`config.mk`:
```
export PLATFORM = sky130hd
export DESIGN_NAME = ccid_bulk_message_reassembler_flat
export DESIGN_NICKNAME = d
export VERILOG_FILES = /design/src/rtl/core/cbmr_pkg.sv /design/src/rtl/core/cbmr_in_if.sv /design/src/rtl/core/cbmr_out_if.sv /design/src/rtl/core/cbmr_ram.sv /design/src/rtl/core/cbmr_apb_regs.sv /design/src/rtl/core/cbmr_core.sv /design/src/rtl/core/ccid_bulk_message_reassembler.sv /design/src/flat_wrapper.sv
export SDC_FILE = /design/constraint.sdc
export NUM_CORES = 2
export LEC_CHECK = 0
export ABC_CLOCK_PERIOD_IN_PS = 7610
export CAP_MARGIN = 10
export CORE_UTILIZATION = 25
export DETAILED_ROUTE_END_ITERATION = 10
export DONT_BUFFER_PORTS = 1
export GPL_TIMING_DRIVEN = 0
export SETUP_SLACK_MARGIN = 0.5
export SLEW_MARGIN = 10
export SYNTH_ARGS = -nofsm -noshare
export SYNTH_HDL_FRONTEND = slang
export SYNTH_HIERARCHICAL = 1
export SYNTH_SLANG_ARGS = --single-unit
```
`constraint.sdc`:
```
create_clock -name clk -period 7.61 [get_ports clk]
set_clock_uncertainty 0.1 [all_clocks]
set_input_delay 0.761 -clock clk [delete_from_list [all_inputs] [get_ports clk]]
set_output_delay 0.761 -clock clk [all_outputs]
set_load 0.1 [all_outputs]
```
`src/rtl/core/cbmr_pkg.sv`:
```
`timescale 1ns / 1ps
// Shared types and constants for the CCID bulk-out message reassembler.
// No dependencies; every file of the block but cbmr_ram imports this package.
package cbmr_pkg;

  // Default sizing of the frame buffer and the message header.
  localparam int BUFFER_BYTES_DEF = 512;
  localparam int HEADER_BYTES_DEF = 10;
  localparam int MAX_PAYLOAD_DEF  = 502;

  // Fixed field widths of the channels.
  localparam int CMD_W    = 2;
  localparam int BYTE_W   = 8;
  localparam int RIDX_W   = 9;
  localparam int STATUS_W = 2;
  localparam int FLEN_W   = 10;
  localparam int PKT_W    = 7;
  localparam int LEN_W    = 32;

  // Configuration port.
  localparam int          CFG_ADDR_W  = 3;
  localparam int          CFG_DATA_W  = 32;
  localparam logic        REG_EP_SIZE = 1'b0;
  localparam logic [PKT_W-1:0] EP_SIZE_RST = 7'd64;
  localparam logic [PKT_W-1:0] PKT_SAT     = 7'd127;

  typedef enum logic [CMD_W-1:0] {
    CMD_BYTE  = 2'd0,
    CMD_ZLP   = 2'd1,
    CMD_CLEAR = 2'd2,
    CMD_READ  = 2'd3
  } cmd_t;

  typedef enum logic [STATUS_W-1:0] {
    ST_MORE    = 2'd0,
    ST_READY   = 2'd1,
    ST_DROPPED = 2'd2,
    ST_READ    = 2'd3
  } status_t;

  // One request as held in the input register.
  typedef struct packed {
    cmd_t              command;
    logic [BYTE_W-1:0] data_byte;
    logic              last_of_packet;
    logic [RIDX_W-1:0] read_index;
  } in_req_t;

  // Result control from the assembly core.
  typedef struct packed {
    logic    valid;
    status_t status;
  } res_ctl_t;

endpackage

```
`src/rtl/core/cbmr_in_if.sv`:
```
`timescale 1ns / 1ps
// Request channel of the reassembler: valid/ready plus the request fields.
// Depends on cbmr_pkg for field types and widths.
interface cbmr_in_if;
  import cbmr_pkg::*;

  logic              valid;
  logic              ready;
  cmd_t              command;
  logic [BYTE_W-1:0] data_byte;
  logic              last_of_packet;
  logic [RIDX_W-1:0] read_index;

  modport source (output valid, command, data_byte, last_of_packet, read_index,
                  input ready);
  modport sink   (input valid, command, data_byte, last_of_packet, read_index,
                  output ready);
endinterface

```
`src/rtl/core/cbmr_out_if.sv`:
```
`timescale 1ns / 1ps
// Result channel of the reassembler: valid/ready plus the result fields.
// Depends on cbmr_pkg for field types and widths.
interface cbmr_out_if;
  import cbmr_pkg::*;

  logic              valid;
  logic              ready;
  status_t           status;
  logic [FLEN_W-1:0] frame_length;
  logic [BYTE_W-1:0] read_byte;

  modport source (output valid, status, frame_length, read_byte, input ready);
  modport sink   (input valid, status, frame_length, read_byte, output ready);
endinterface

```
`src/rtl/core/cbmr_ram.sv`:
```
`timescale 1ns / 1ps
// Generic single-write, single-read RAM with registered read data.
// No dependencies.
module cbmr_ram #(
  parameter int WIDTH = 8,
  parameter int DEPTH = 512
) (
  input  logic                     clk,
  input  logic                     we,
  input  logic [$clog2(DEPTH)-1:0] waddr,
  input  logic [WIDTH-1:0]         wdata,
  input  logic                     re,
  input  logic [$clog2(DEPTH)-1:0] raddr,
  output logic [WIDTH-1:0]         rdata
);
  logic [WIDTH-1:0] mem [DEPTH];
  logic [WIDTH-1:0] rdata_r;

  always_ff @(posedge clk) begin
    if (we) begin
      mem[waddr] <= wdata;
    end
    if (re) begin
      rdata_r <= mem[raddr];
    end
  end

  assign rdata = rdata_r;
endmodule

```
`src/rtl/core/cbmr_apb_regs.sv`:
```
`timescale 1ns / 1ps
// APB-style configuration register: the endpoint packet size.
// Depends on cbmr_pkg for address layout and reset value.
module cbmr_apb_regs (
  input  logic                            clk,
  input  logic                            rst_n,
  input  logic                            psel,
  input  logic                            penable,
  input  logic                            pwrite,
  input  logic [cbmr_pkg::CFG_ADDR_W-1:0] paddr,
  input  logic [cbmr_pkg::CFG_DATA_W-1:0] pwdata,
  output logic [cbmr_pkg::CFG_DATA_W-1:0] prdata,
  output logic                            pready,
  output logic [cbmr_pkg::PKT_W-1:0]      ep_size
);
  import cbmr_pkg::*;

  logic [PKT_W-1:0] ep_size_r;
  logic [PKT_W-1:0] ep_size_nxt;
  logic             reg_sel;
  logic             wr_en;

  assign reg_sel = (paddr[CFG_ADDR_W-1] == REG_EP_SIZE);
  assign wr_en   = psel && penable && pwrite && pready && reg_sel;

  always_comb begin
    ep_size_nxt = ep_size_r;
    if (wr_en) begin
      ep_size_nxt = pwdata[PKT_W-1:0];
    end
  end

  always_ff @(posedge clk) begin
    if (!rst_n) begin
      ep_size_r <= EP_SIZE_RST;
    end else begin
      ep_size_r <= ep_size_nxt;
    end
  end

  assign pready  = 1'b1;
  assign prdata  = reg_sel ? CFG_DATA_W'(ep_size_r) : '0;
  assign ep_size = ep_size_r;
endmodule

```
`src/rtl/core/cbmr_core.sv`:
```
`timescale 1ns / 1ps
// Assembly state and packet judgment for one request per cycle while fire is high.
// Depends on cbmr_pkg; drives the frame buffer write port.
module cbmr_core #(
  parameter int BUFFER_BYTES = cbmr_pkg::BUFFER_BYTES_DEF,
  parameter int HEADER_BYTES = cbmr_pkg::HEADER_BYTES_DEF,
  parameter int MAX_PAYLOAD  = cbmr_pkg::MAX_PAYLOAD_DEF,
  localparam int AW = $clog2(BUFFER_BYTES),
  localparam int CW = $clog2(BUFFER_BYTES + 128)
) (
  input  logic                         clk,
  input  logic                         rst_n,
  input  logic                         fire,
  input  cbmr_pkg::in_req_t            req,
  input  logic [cbmr_pkg::PKT_W-1:0]   ep_size,
  output logic                         mem_we,
  output logic [AW-1:0]                mem_waddr,
  output logic [cbmr_pkg::BYTE_W-1:0]  mem_wdata,
  output cbmr_pkg::res_ctl_t           res,
  output logic [CW-1:0]                asm_len
);
  import cbmr_pkg::*;

  localparam int PW        = CW + 1;
  localparam int LEN_LIMIT = (MAX_PAYLOAD < BUFFER_BYTES - HEADER_BYTES) ?
                             MAX_PAYLOAD : BUFFER_BYTES - HEADER_BYTES;
  localparam logic [CW-1:0] HDR = CW'(HEADER_BYTES);

  logic [CW-1:0]    cnt_r, cnt_nxt;
  logic [CW-1:0]    exp_r, exp_nxt;
  logic             discard_r, discard_nxt;
  logic [PKT_W-1:0] pkt_r, pkt_nxt;
  logic             ovf_r, ovf_nxt;
  logic [LEN_W-1:0] lf_r, lf_nxt;

  logic [PKT_W-1:0] pkt_inc;
  logic [PW-1:0]    pos;
  logic             is_byte;
  logic             byte_take;
  logic             byte_wr;
  logic             byte_ovf;
  logic [1:0]       lane;
  logic [LEN_W-1:0] lf_j;
  logic             ovf_j;
  logic             judge;
  logic [PKT_W-1:0] plen;
  logic [CW-1:0]    cnt2;
  logic             short_pkt;
  logic             need_hdr;
  logic             lf_bad;
  logic [CW-1:0]    exp_cand;
  logic             mal;
  logic [CW-1:0]    mal_cnt;
  status_t          st;

  assign is_byte   = (req.command == CMD_BYTE);
  assign pkt_inc   = (pkt_r != PKT_SAT) ? pkt_r + PKT_W'(1) : pkt_r;
  assign pos       = {1'b0, cnt_r} + PW'(pkt_inc) - PW'(1);
  assign byte_take = is_byte && !discard_r && (pkt_inc <= ep_size);
  assign byte_wr   = byte_take && (pos < PW'(BUFFER_BYTES));
  assign byte_ovf  = byte_take && !(pos < PW'(BUFFER_BYTES));
  assign lane      = pos[1:0] - 2'd1;

  // Capture header bytes 1 to 4 as the little-endian payload length.
  always_comb begin
    lf_j = lf_r;
    if (byte_wr && pos >= PW'(1) && pos <= PW'(4)) begin
      case (lane)
        2'd0:    lf_j[7:0]   = req.data_byte;
        2'd1:    lf_j[15:8]  = req.data_byte;
        2'd2:    lf_j[23:16] = req.data_byte;
        default: lf_j[31:24] = req.data_byte;
      endcase
    end
  end

  assign ovf_j     = ovf_r | byte_ovf;
  assign judge     = (is_byte && req.last_of_packet) || (req.command == CMD_ZLP);
  assign plen      = is_byte ? pkt_inc : pkt_r;
  assign cnt2      = cnt_r + CW'(plen);
  assign short_pkt = (plen < ep_size);
  assign need_hdr  = (exp_r == '0) && (cnt2 >= HDR);
  assign lf_bad    = (lf_j > LEN_W'(LEN_LIMIT));
  assign exp_cand  = need_hdr ? HDR + lf_j[CW-1:0] : exp_r;

  always_comb begin
    cnt_nxt     = cnt_r;
    exp_nxt     = exp_r;
    discard_nxt = discard_r;
    pkt_nxt     = pkt_r;
    ovf_nxt     = ovf_r;
    lf_nxt      = lf_r;
    st          = ST_MORE;
    mal         = 1'b0;
    mal_cnt     = cnt_r;

    case (req.command)
      CMD_BYTE: begin
        pkt_nxt = pkt_inc;
        ovf_nxt = ovf_j;
        lf_nxt  = lf_j;
      end
      CMD_CLEAR: begin
        cnt_nxt     = '0;
        exp_nxt     = '0;
        discard_nxt = 1'b0;
        pkt_nxt     = '0;
        ovf_nxt     = 1'b0;
      end
      CMD_READ: begin
        st = ST_READ;
      end
      default: ;
    endcase

    if (judge) begin
      pkt_nxt = '0;
      ovf_nxt = 1'b0;
      if (ep_size == '0 || plen > ep_size) begin
        cnt_nxt     = '0;
        exp_nxt     = '0;
        discard_nxt = 1'b0;
        st          = ST_DROPPED;
      end else if (discard_r || plen == '0 || ovf_j) begin
        mal = 1'b1;
      end else begin
        cnt_nxt = cnt2;
        mal_cnt = cnt2;
        if (need_hdr && lf_bad) begin
          mal = 1'b1;
        end else begin
          exp_nxt = exp_cand;
          if (exp_cand != '0 && cnt2 > exp_cand) begin
            mal = 1'b1;
          end else if (exp_cand != '0 && cnt2 == exp_cand) begin
            st = ST_READY;
          end else if (short_pkt) begin
            mal = 1'b1;
          end else begin
            st = ST_MORE;
          end
        end
      end

      // Malformed: drop without a full header, else end or discard the rest.
      if (mal) begin
        if (mal_cnt < HDR) begin
          cnt_nxt     = '0;
          exp_nxt     = '0;
          discard_nxt = 1'b0;
          st          = ST_DROPPED;
        end else if (short_pkt) begin
          st = ST_READY;
        end else begin
          discard_nxt = 1'b1;
          st          = ST_MORE;
        end
      end
    end
  end

  always_ff @(posedge clk) begin
    if (!rst_n) begin
      cnt_r     <= '0;
      exp_r     <= '0;
      discard_r <= 1'b0;
      pkt_r     <= '0;
      ovf_r     <= 1'b0;
      lf_r      <= '0;
    end else if (fire) begin
      cnt_r     <= cnt_nxt;
      exp_r     <= exp_nxt;
      discard_r <= discard_nxt;
      pkt_r     <= pkt_nxt;
      ovf_r     <= ovf_nxt;
      lf_r      <= lf_nxt;
    end
  end

  assign mem_we     = fire && byte_wr;
  assign mem_waddr  = pos[AW-1:0];
  assign mem_wdata  = req.data_byte;
  assign res.valid  = judge || (req.command == CMD_READ);
  assign res.status = st;
  assign asm_len    = cnt_nxt;
endmodule

```
`src/rtl/core/ccid_bulk_message_reassembler.sv`:
```
`timescale 1ns / 1ps
// Top level of the CCID bulk-out message reassembler: input register,
// frame buffer, assembly core, result register. Uses cbmr_pkg and all rtl/core.
//
//   port group   dir  handshake            payload
//   in_ch        in   valid / ready        command, data_byte, last_of_packet,
//                                          read_index
//   out_ch       out  valid / ready        status, frame_length, read_byte
//   APB          in   psel/penable/pready  paddr, pwrite, pwdata, prdata
//
// One request per cycle unless out_ch stalls; a request is accepted into the
// input register, and its result is offered from the result register.
// The rate is set by the input-register-to-result-register pass: the core
// judges a packet and writes the frame buffer in the same cycle.
// Reset is synchronous on rst_n; the frame buffer is not cleared.
// A result waiting in the result register holds the input register; an empty
// input register still takes one request, so two requests fill the block.
module ccid_bulk_message_reassembler #(
  parameter int BUFFER_BYTES = cbmr_pkg::BUFFER_BYTES_DEF,
  parameter int HEADER_BYTES = cbmr_pkg::HEADER_BYTES_DEF,
  parameter int MAX_PAYLOAD  = cbmr_pkg::MAX_PAYLOAD_DEF
) (
  input  logic                            clk,
  input  logic                            rst_n,
  cbmr_in_if.sink                         in_ch,
  cbmr_out_if.source                      out_ch,
  input  logic                            psel,
  input  logic                            penable,
  input  logic                            pwrite,
  input  logic [cbmr_pkg::CFG_ADDR_W-1:0] paddr,
  input  logic [cbmr_pkg::CFG_DATA_W-1:0] pwdata,
  output logic [cbmr_pkg::CFG_DATA_W-1:0] prdata,
  output logic                            pready
);
  import cbmr_pkg::*;

  localparam int AW  = $clog2(BUFFER_BYTES);
  localparam int CW  = $clog2(BUFFER_BYTES + 128);
  localparam int RIW = (AW > RIDX_W) ? AW : RIDX_W;

  logic              s1_v_r, s1_v_nxt;
  in_req_t           s1_req_r, s1_req_nxt;
  logic              byp_r, byp_nxt;
  logic [BYTE_W-1:0] byp_data_r, byp_data_nxt;
  logic              out_v_r, out_v_nxt;
  status_t           out_status_r, out_status_nxt;
  logic [FLEN_W-1:0] out_flen_r, out_flen_nxt;
  logic [BYTE_W-1:0] out_rbyte_r, out_rbyte_nxt;

  logic              s1_adv;
  logic              s1_fire;
  logic              in_fire;
  logic [PKT_W-1:0]  ep_size;
  logic              mem_we;
  logic [AW-1:0]     mem_waddr;
  logic [BYTE_W-1:0] mem_wdata;
  logic [AW-1:0]     mem_raddr;
  logic [BYTE_W-1:0] mem_rdata;
  logic [RIW-1:0]    ridx_ext;
  res_ctl_t          res;
  logic [CW-1:0]     asm_len;
  logic              rd_in_range;
  logic [BYTE_W-1:0] rbyte;

  assign s1_adv      = !out_v_r || out_ch.ready;
  assign s1_fire     = s1_v_r && s1_adv;
  assign in_ch.ready = !s1_v_r || s1_adv;
  assign in_fire     = in_ch.valid && in_ch.ready;

  cbmr_apb_regs u_regs (
    .clk     (clk),
    .rst_n   (rst_n),
    .psel    (psel),
    .penable (penable),
    .pwrite  (pwrite),
    .paddr   (paddr),
    .pwdata  (pwdata),
    .prdata  (prdata),
    .pready  (pready),
    .ep_size (ep_size)
  );

  // Issue the buffer read as the request is accepted.
  assign ridx_ext  = RIW'(in_ch.read_index);
  assign mem_raddr = ridx_ext[AW-1:0];

  cbmr_ram #(
    .WIDTH (BYTE_W),
    .DEPTH (BUFFER_BYTES)
  ) u_buf (
    .clk   (clk),
    .we    (mem_we),
    .waddr (mem_waddr),
    .wdata (mem_wdata),
    .re    (in_fire),
    .raddr (mem_raddr),
    .rdata (mem_rdata)
  );

  cbmr_core #(
    .BUFFER_BYTES (BUFFER_BYTES),
    .HEADER_BYTES (HEADER_BYTES),
    .MAX_PAYLOAD  (MAX_PAYLOAD)
  ) u_core (
    .clk       (clk),
    .rst_n     (rst_n),
    .fire      (s1_fire),
    .req       (s1_req_r),
    .ep_size   (ep_size),
    .mem_we    (mem_we),
    .mem_waddr (mem_waddr),
    .mem_wdata (mem_wdata),
    .res       (res),
    .asm_len   (asm_len)
  );

  always_comb begin
    s1_v_nxt     = s1_v_r;
    s1_req_nxt   = s1_req_r;
    byp_nxt      = byp_r;
    byp_data_nxt = byp_data_r;
    if (in_ch.ready) begin
      s1_v_nxt = in_ch.valid;
    end
    if (in_fire) begin
      s1_req_nxt.command        = in_ch.command;
      s1_req_nxt.data_byte      = in_ch.data_byte;
      s1_req_nxt.last_of_packet = in_ch.last_of_packet;
      s1_req_nxt.read_index     = in_ch.read_index;
      // The write of the request in the input register lands with this read: forward it.
      byp_nxt      = mem_we && (mem_waddr == mem_raddr);
      byp_data_nxt = mem_wdata;
    end
  end

  assign rd_in_range = (32'(s1_req_r.read_index) < 32'(BUFFER_BYTES));
  assign rbyte = (s1_req_r.command == CMD_READ && rd_in_range) ?
                 (byp_r ? byp_data_r : mem_rdata) : '0;

  always_comb begin
    out_v_nxt      = out_v_r;
    out_status_nxt = out_status_r;
    out_flen_nxt   = out_flen_r;
    out_rbyte_nxt  = out_rbyte_r;
    if (s1_adv) begin
      out_v_nxt = s1_v_r && res.valid;
    end
    if (s1_fire && res.valid) begin
      out_status_nxt = res.status;
      out_flen_nxt   = FLEN_W'(asm_len);
      out_rbyte_nxt  = rbyte;
    end
  end

  always_ff @(posedge clk) begin
    if (!rst_n) begin
      s1_v_r  <= 1'b0;
      out_v_r <= 1'b0;
    end else begin
      s1_v_r  <= s1_v_nxt;
      out_v_r <= out_v_nxt;
    end
  end

  always_ff @(posedge clk) begin
    s1_req_r     <= s1_req_nxt;
    byp_r        <= byp_nxt;
    byp_data_r   <= byp_data_nxt;
    out_status_r <= out_status_nxt;
    out_flen_r   <= out_flen_nxt;
    out_rbyte_r  <= out_rbyte_nxt;
  end

  assign out_ch.valid        = out_v_r;
  assign out_ch.status       = out_status_r;
  assign out_ch.frame_length = out_flen_r;
  assign out_ch.read_byte    = out_rbyte_r;

  // Input stalls only when both stages hold work.
  a_no_bubble_stall: assert property (@(posedge clk) disable iff (!rst_n)
    !in_ch.ready |-> (s1_v_r && out_v_r))
    else $error("input stalled with a free stage");

  // Buffer writes stay inside the buffer.
  a_write_in_range: assert property (@(posedge clk) disable iff (!rst_n)
    mem_we |-> (32'(mem_waddr) < 32'(BUFFER_BYTES)))
    else $error("frame buffer write out of range");

  // Only a read reply carries buffer data.
  a_rbyte_zero: assert property (@(posedge clk) disable iff (!rst_n)
    (out_v_r && out_status_r != ST_READ) |-> (out_rbyte_r == '0))
    else $error("read byte set on a non-read result");

  // A dropped message always reports an empty assembly.
  a_drop_clears: assert property (@(posedge clk) disable iff (!rst_n)
    (out_v_r && out_status_r == ST_DROPPED) |-> (out_flen_r == '0))
    else $error("dropped result with nonzero length");
endmodule
```
`src/flat_wrapper.sv`:
```
// flat-port wrapper written by rule: the top's interface ports become plain ports
module ccid_bulk_message_reassembler_flat import cbmr_pkg::*;
#(
  parameter int BUFFER_BYTES = cbmr_pkg::BUFFER_BYTES_DEF,
  parameter int HEADER_BYTES = cbmr_pkg::HEADER_BYTES_DEF,
  parameter int MAX_PAYLOAD  = cbmr_pkg::MAX_PAYLOAD_DEF
)
  (clk, rst_n, psel, penable, pwrite, paddr, pwdata, prdata, pready, in_ch_valid, in_ch_command, in_ch_data_byte, in_ch_last_of_packet, in_ch_read_index, in_ch_ready, out_ch_valid, out_ch_status, out_ch_frame_length, out_ch_read_byte, out_ch_ready);
  cbmr_in_if in_ch_i ();
  cbmr_out_if out_ch_i ();
  input  logic clk;
  input  logic rst_n;
  input  logic psel;
  input  logic penable;
  input  logic pwrite;
  input  logic [cbmr_pkg::CFG_ADDR_W-1:0] paddr;
  input  logic [cbmr_pkg::CFG_DATA_W-1:0] pwdata;
  output logic [cbmr_pkg::CFG_DATA_W-1:0] prdata;
  output logic pready;
  input wire logic [$bits(in_ch_i.valid)-1:0] in_ch_valid;
  input wire logic [$bits(in_ch_i.command)-1:0] in_ch_command;
  input wire logic [$bits(in_ch_i.data_byte)-1:0] in_ch_data_byte;
  input wire logic [$bits(in_ch_i.last_of_packet)-1:0] in_ch_last_of_packet;
  input wire logic [$bits(in_ch_i.read_index)-1:0] in_ch_read_index;
  output wire logic [$bits(in_ch_i.ready)-1:0] in_ch_ready;
  output wire logic [$bits(out_ch_i.valid)-1:0] out_ch_valid;
  output wire logic [$bits(out_ch_i.status)-1:0] out_ch_status;
  output wire logic [$bits(out_ch_i.frame_length)-1:0] out_ch_frame_length;
  output wire logic [$bits(out_ch_i.read_byte)-1:0] out_ch_read_byte;
  input wire logic [$bits(out_ch_i.ready)-1:0] out_ch_ready;
  assign in_ch_i.valid = in_ch_valid;
  assign in_ch_i.command = in_ch_command;
  assign in_ch_i.data_byte = in_ch_data_byte;
  assign in_ch_i.last_of_packet = in_ch_last_of_packet;
  assign in_ch_i.read_index = in_ch_read_index;
  assign in_ch_ready = in_ch_i.ready;
  assign out_ch_valid = out_ch_i.valid;
  assign out_ch_status = out_ch_i.status;
  assign out_ch_frame_length = out_ch_i.frame_length;
  assign out_ch_read_byte = out_ch_i.read_byte;
  assign out_ch_i.ready = out_ch_ready;
  ccid_bulk_message_reassembler #(.BUFFER_BYTES(BUFFER_BYTES), .HEADER_BYTES(HEADER_BYTES), .MAX_PAYLOAD(MAX_PAYLOAD)) u_core (.clk(clk), .rst_n(rst_n), .in_ch(in_ch_i), .out_ch(out_ch_i), .psel(psel), .penable(penable), .pwrite(pwrite), .paddr(paddr), .pwdata(pwdata), .prdata(prdata), .pready(pready));
endmodule
```
==> flow_summary.toml <==
[status]
status = "finished with violations"
violations = "capacitance limit, slew limit, setup timing"

[worst_setup_path]
cp.arrival_ps = 8750
worst-setup-path-type = "flop to flop"
cpMaxStageDelayCell = "or4_1"
rrSetupSlack_ps = -510
crit_family = "simple AND/OR/NAND/NOR gates"
startpoint_type = "flop"
crit_path_max_fanout = 7
critPathRequiredTime_ps = 8240
critPathCaptureType = "flop"
crit_path_max_incr_delay_ps = 500
cp_num_buf_inv = 8

[grt]
track_usage_pct = 18.4
grt_pass1_vias = 91200
met2_usage_pct = 26.5
grt_antenna_before_repair = 75
grt_busiest_layer = "met2"
grt_use_met1_pct = 22.8
grt_pass1_wl_mm = 840
gr-total-overflow = 0
grt_start_max_net_pins = 140
grtUsageMet3_pct = 6.61

[timing]
finalCritPeriodShare_pct = 107
setup_slack_ps = -513
max_freq_mhz = 123
rsz0062_at_grt = "true"
hold_violations = 0
fin_crit_ps = 8120
setup_violations = 20
slew_headroom_pct = -9.42
slew_viol_final = 15
whs_ps = 114
worst_slew_pin_slew_ps = 1620

[final_layout]
fin_nets = 9653
area_delta_synth_final_pct = 17.3
finalNonFillerCells = 18800
postLayoutCoreUtil_pct = 29.5
drive_gt1_share_pct = 20.3
nFillCells = 65200

[power]
p_seq_share_pct = 51.2
p_leak_nw = 61.4
peakVddDrop_v = 0.000208
power.density_nw_per_um2 = 254
pwr-share-comb_pct = 7.4
p_sw_mw = 11.9
internal_power_mw = 38.0
p_sw_share_pct = 23.9
clkPwrFrac_pct = 41.4

[clock_tree]
clk-insertion-delay-late_ps = 1030
h-tree-depth = 5
cts.path.max_buffers = 4
root_buffer = "clkbuf_16"
clkSinkCount = 4214
cts_tree = "done"
path_clk_slew_ps = 60
numCtsBuffers = 418

[hold_path]
hold_class = "primary input to flop"

[drt]
drc_errors = 0
drtIter0Drc = 17800
wl_mm = 645
first_pass_iters = 9
vias_per_cell = 5.26
drtAntennaViolNets = 0
routed-via-count = 99200
detail_route.wl_per_cell_um = 34.2

[placement]
io_buffers = 0
pre_cts_ws_ps = -1560
dp_hpwl_mm = 458
finalWeightedCongestion = 1.01
dp.cells = 18000

[floorplanning]
die_h_um = 821
io_pins = 117
rows = 300
die_w_um = 821
core_area_um2 = 668000
initial_core_util_pct = 25.1
design.die.area_um2 = 674000

[logic_synthesis]
synth_area_um2 = 168000
yosysWarnings = 6
syn_area_per_cell_um2 = 18.8
synthCells = 8916

[job]
maxCapViolations = 3
power by group through the flow:
stage / clock network (mW) / logic (mW) / registers (mW)
after detailed placement: 0 / 3.45 / 26.1
after global routing: 21.6 / 3.65 / 25.5
final: 20.7 / 3.71 / 25.6
after CTS: 20.8 / 3.50 / 25.6
after global placement: 0 / 3.29 / 26.2
after floorplan: 0 / 1.66 / 26.1
final cells by class:
type / instances / area [um2] / area share, %
diodes: 55 / 138 / 0.0700
multi-input cells: 4089 / 39200 / 19.9
clock buffers: 503 / 10800 / 5.51
clock inverters: 257 / 2580 / 1.31
flip-flops and latches: 4214 / 126000 / 64.0
plain buffers: 577 / 3620 / 1.84
repair buffers: 182 / 3110 / 1.58
well taps: 8909 / 11100 / 5.67
inverters: 60 / 225 / 0.115
what timing repair did:
item / CTS / global route
pin swaps: 32 / 38
resized for setup: 109 / 75
endpoints found under the hold margin: 25 / 0
endpoints found under the setup margin: 2682 / 2440
setup buffers: 30 / 16
hold buffers: 22 / 0
metal layers:
metal	routed length, um	vias up
met4	53600	22
met1	228000	52100
met5	273	-
met3	91200	1589
met2	272000	7563
li1	-	37900
cell usage in the layout (no fill, tap or decap), types with 26 or more instances in the layout:
cell type / n
edfxtp_1: 4144
mux2i_1: 823
mux4_2: 654
nor2_1: 555
clkbuf_16: 421
o221ai_1: 371
clkbuf_1: 249
nand2_1: 234
a21oi_1: 224
o22ai_1: 166
buf_4: 144
o21ai_0: 143
nor3_1: 123
clkbuf_2: 116
clkinv_1: 101
nor2_2: 96
buf_2: 92
buf_6: 80
dfxtp_1: 68
a22oi_1: 65
clkinv_2: 63
diode_2: 55
inv_1: 54
buf_16: 53
buf_12: 52
nand3_1: 48
nand4_1: 42
bufinv_16: 40
ha_1: 40
nor4_1: 39
a21boi_0: 32
and2_1: 29
conb_1: 26
tightest hold or removal path: stages:
cell,delay (ps)
and4b_1,180
buf_6,150
mux2i_1,70
registers in the layout, indices dropped and copies added (netlist names), 2 cells and up:
name,flops
u_core/out_ch.read_byte,8
u_core/u_core/pkt_r,7
u_core/u_regs/ep_size,7
u_core/u_core/exp_r,10
u_core/u_buf/rdata,8
u_core/u_buf/mem,4096
u_core/out_ch.frame_length,10
u_core/u_core/cnt_r,10
u_core/out_ch.status,2
u_core/u_core/lf_r,32
u_core/s1_req_r,11
u_core/byp_data_r,8
stage by stage:
stage	power (mW)	setup TNS [ps]	cell area (um2)
floorplan	27.7	-159	168000
global placement	29.5	-1346860	179000
detailed placement	29.5	-56600	182000
CTS	49.9	-8010	196000
global route	50.8	-11580	197000
finish	49.9	-5650	197000
path summary, 6_finish.rpt:
kind                     startpoint                            end  cells past startpoint
max          u_core/u_core/pkt_r[1]  u_core/out_ch.frame_length[0]                     41
min                         penable       u_core/u_regs/ep_size[3]                      3
max reg2reg  u_core/u_core/pkt_r[1]  u_core/out_ch.frame_length[0]                     41
min reg2reg  u_core/u_core/lf_r[31]         u_core/u_core/lf_r[31]                      2
Note: power is estimated with default switching activity, not from simulation.
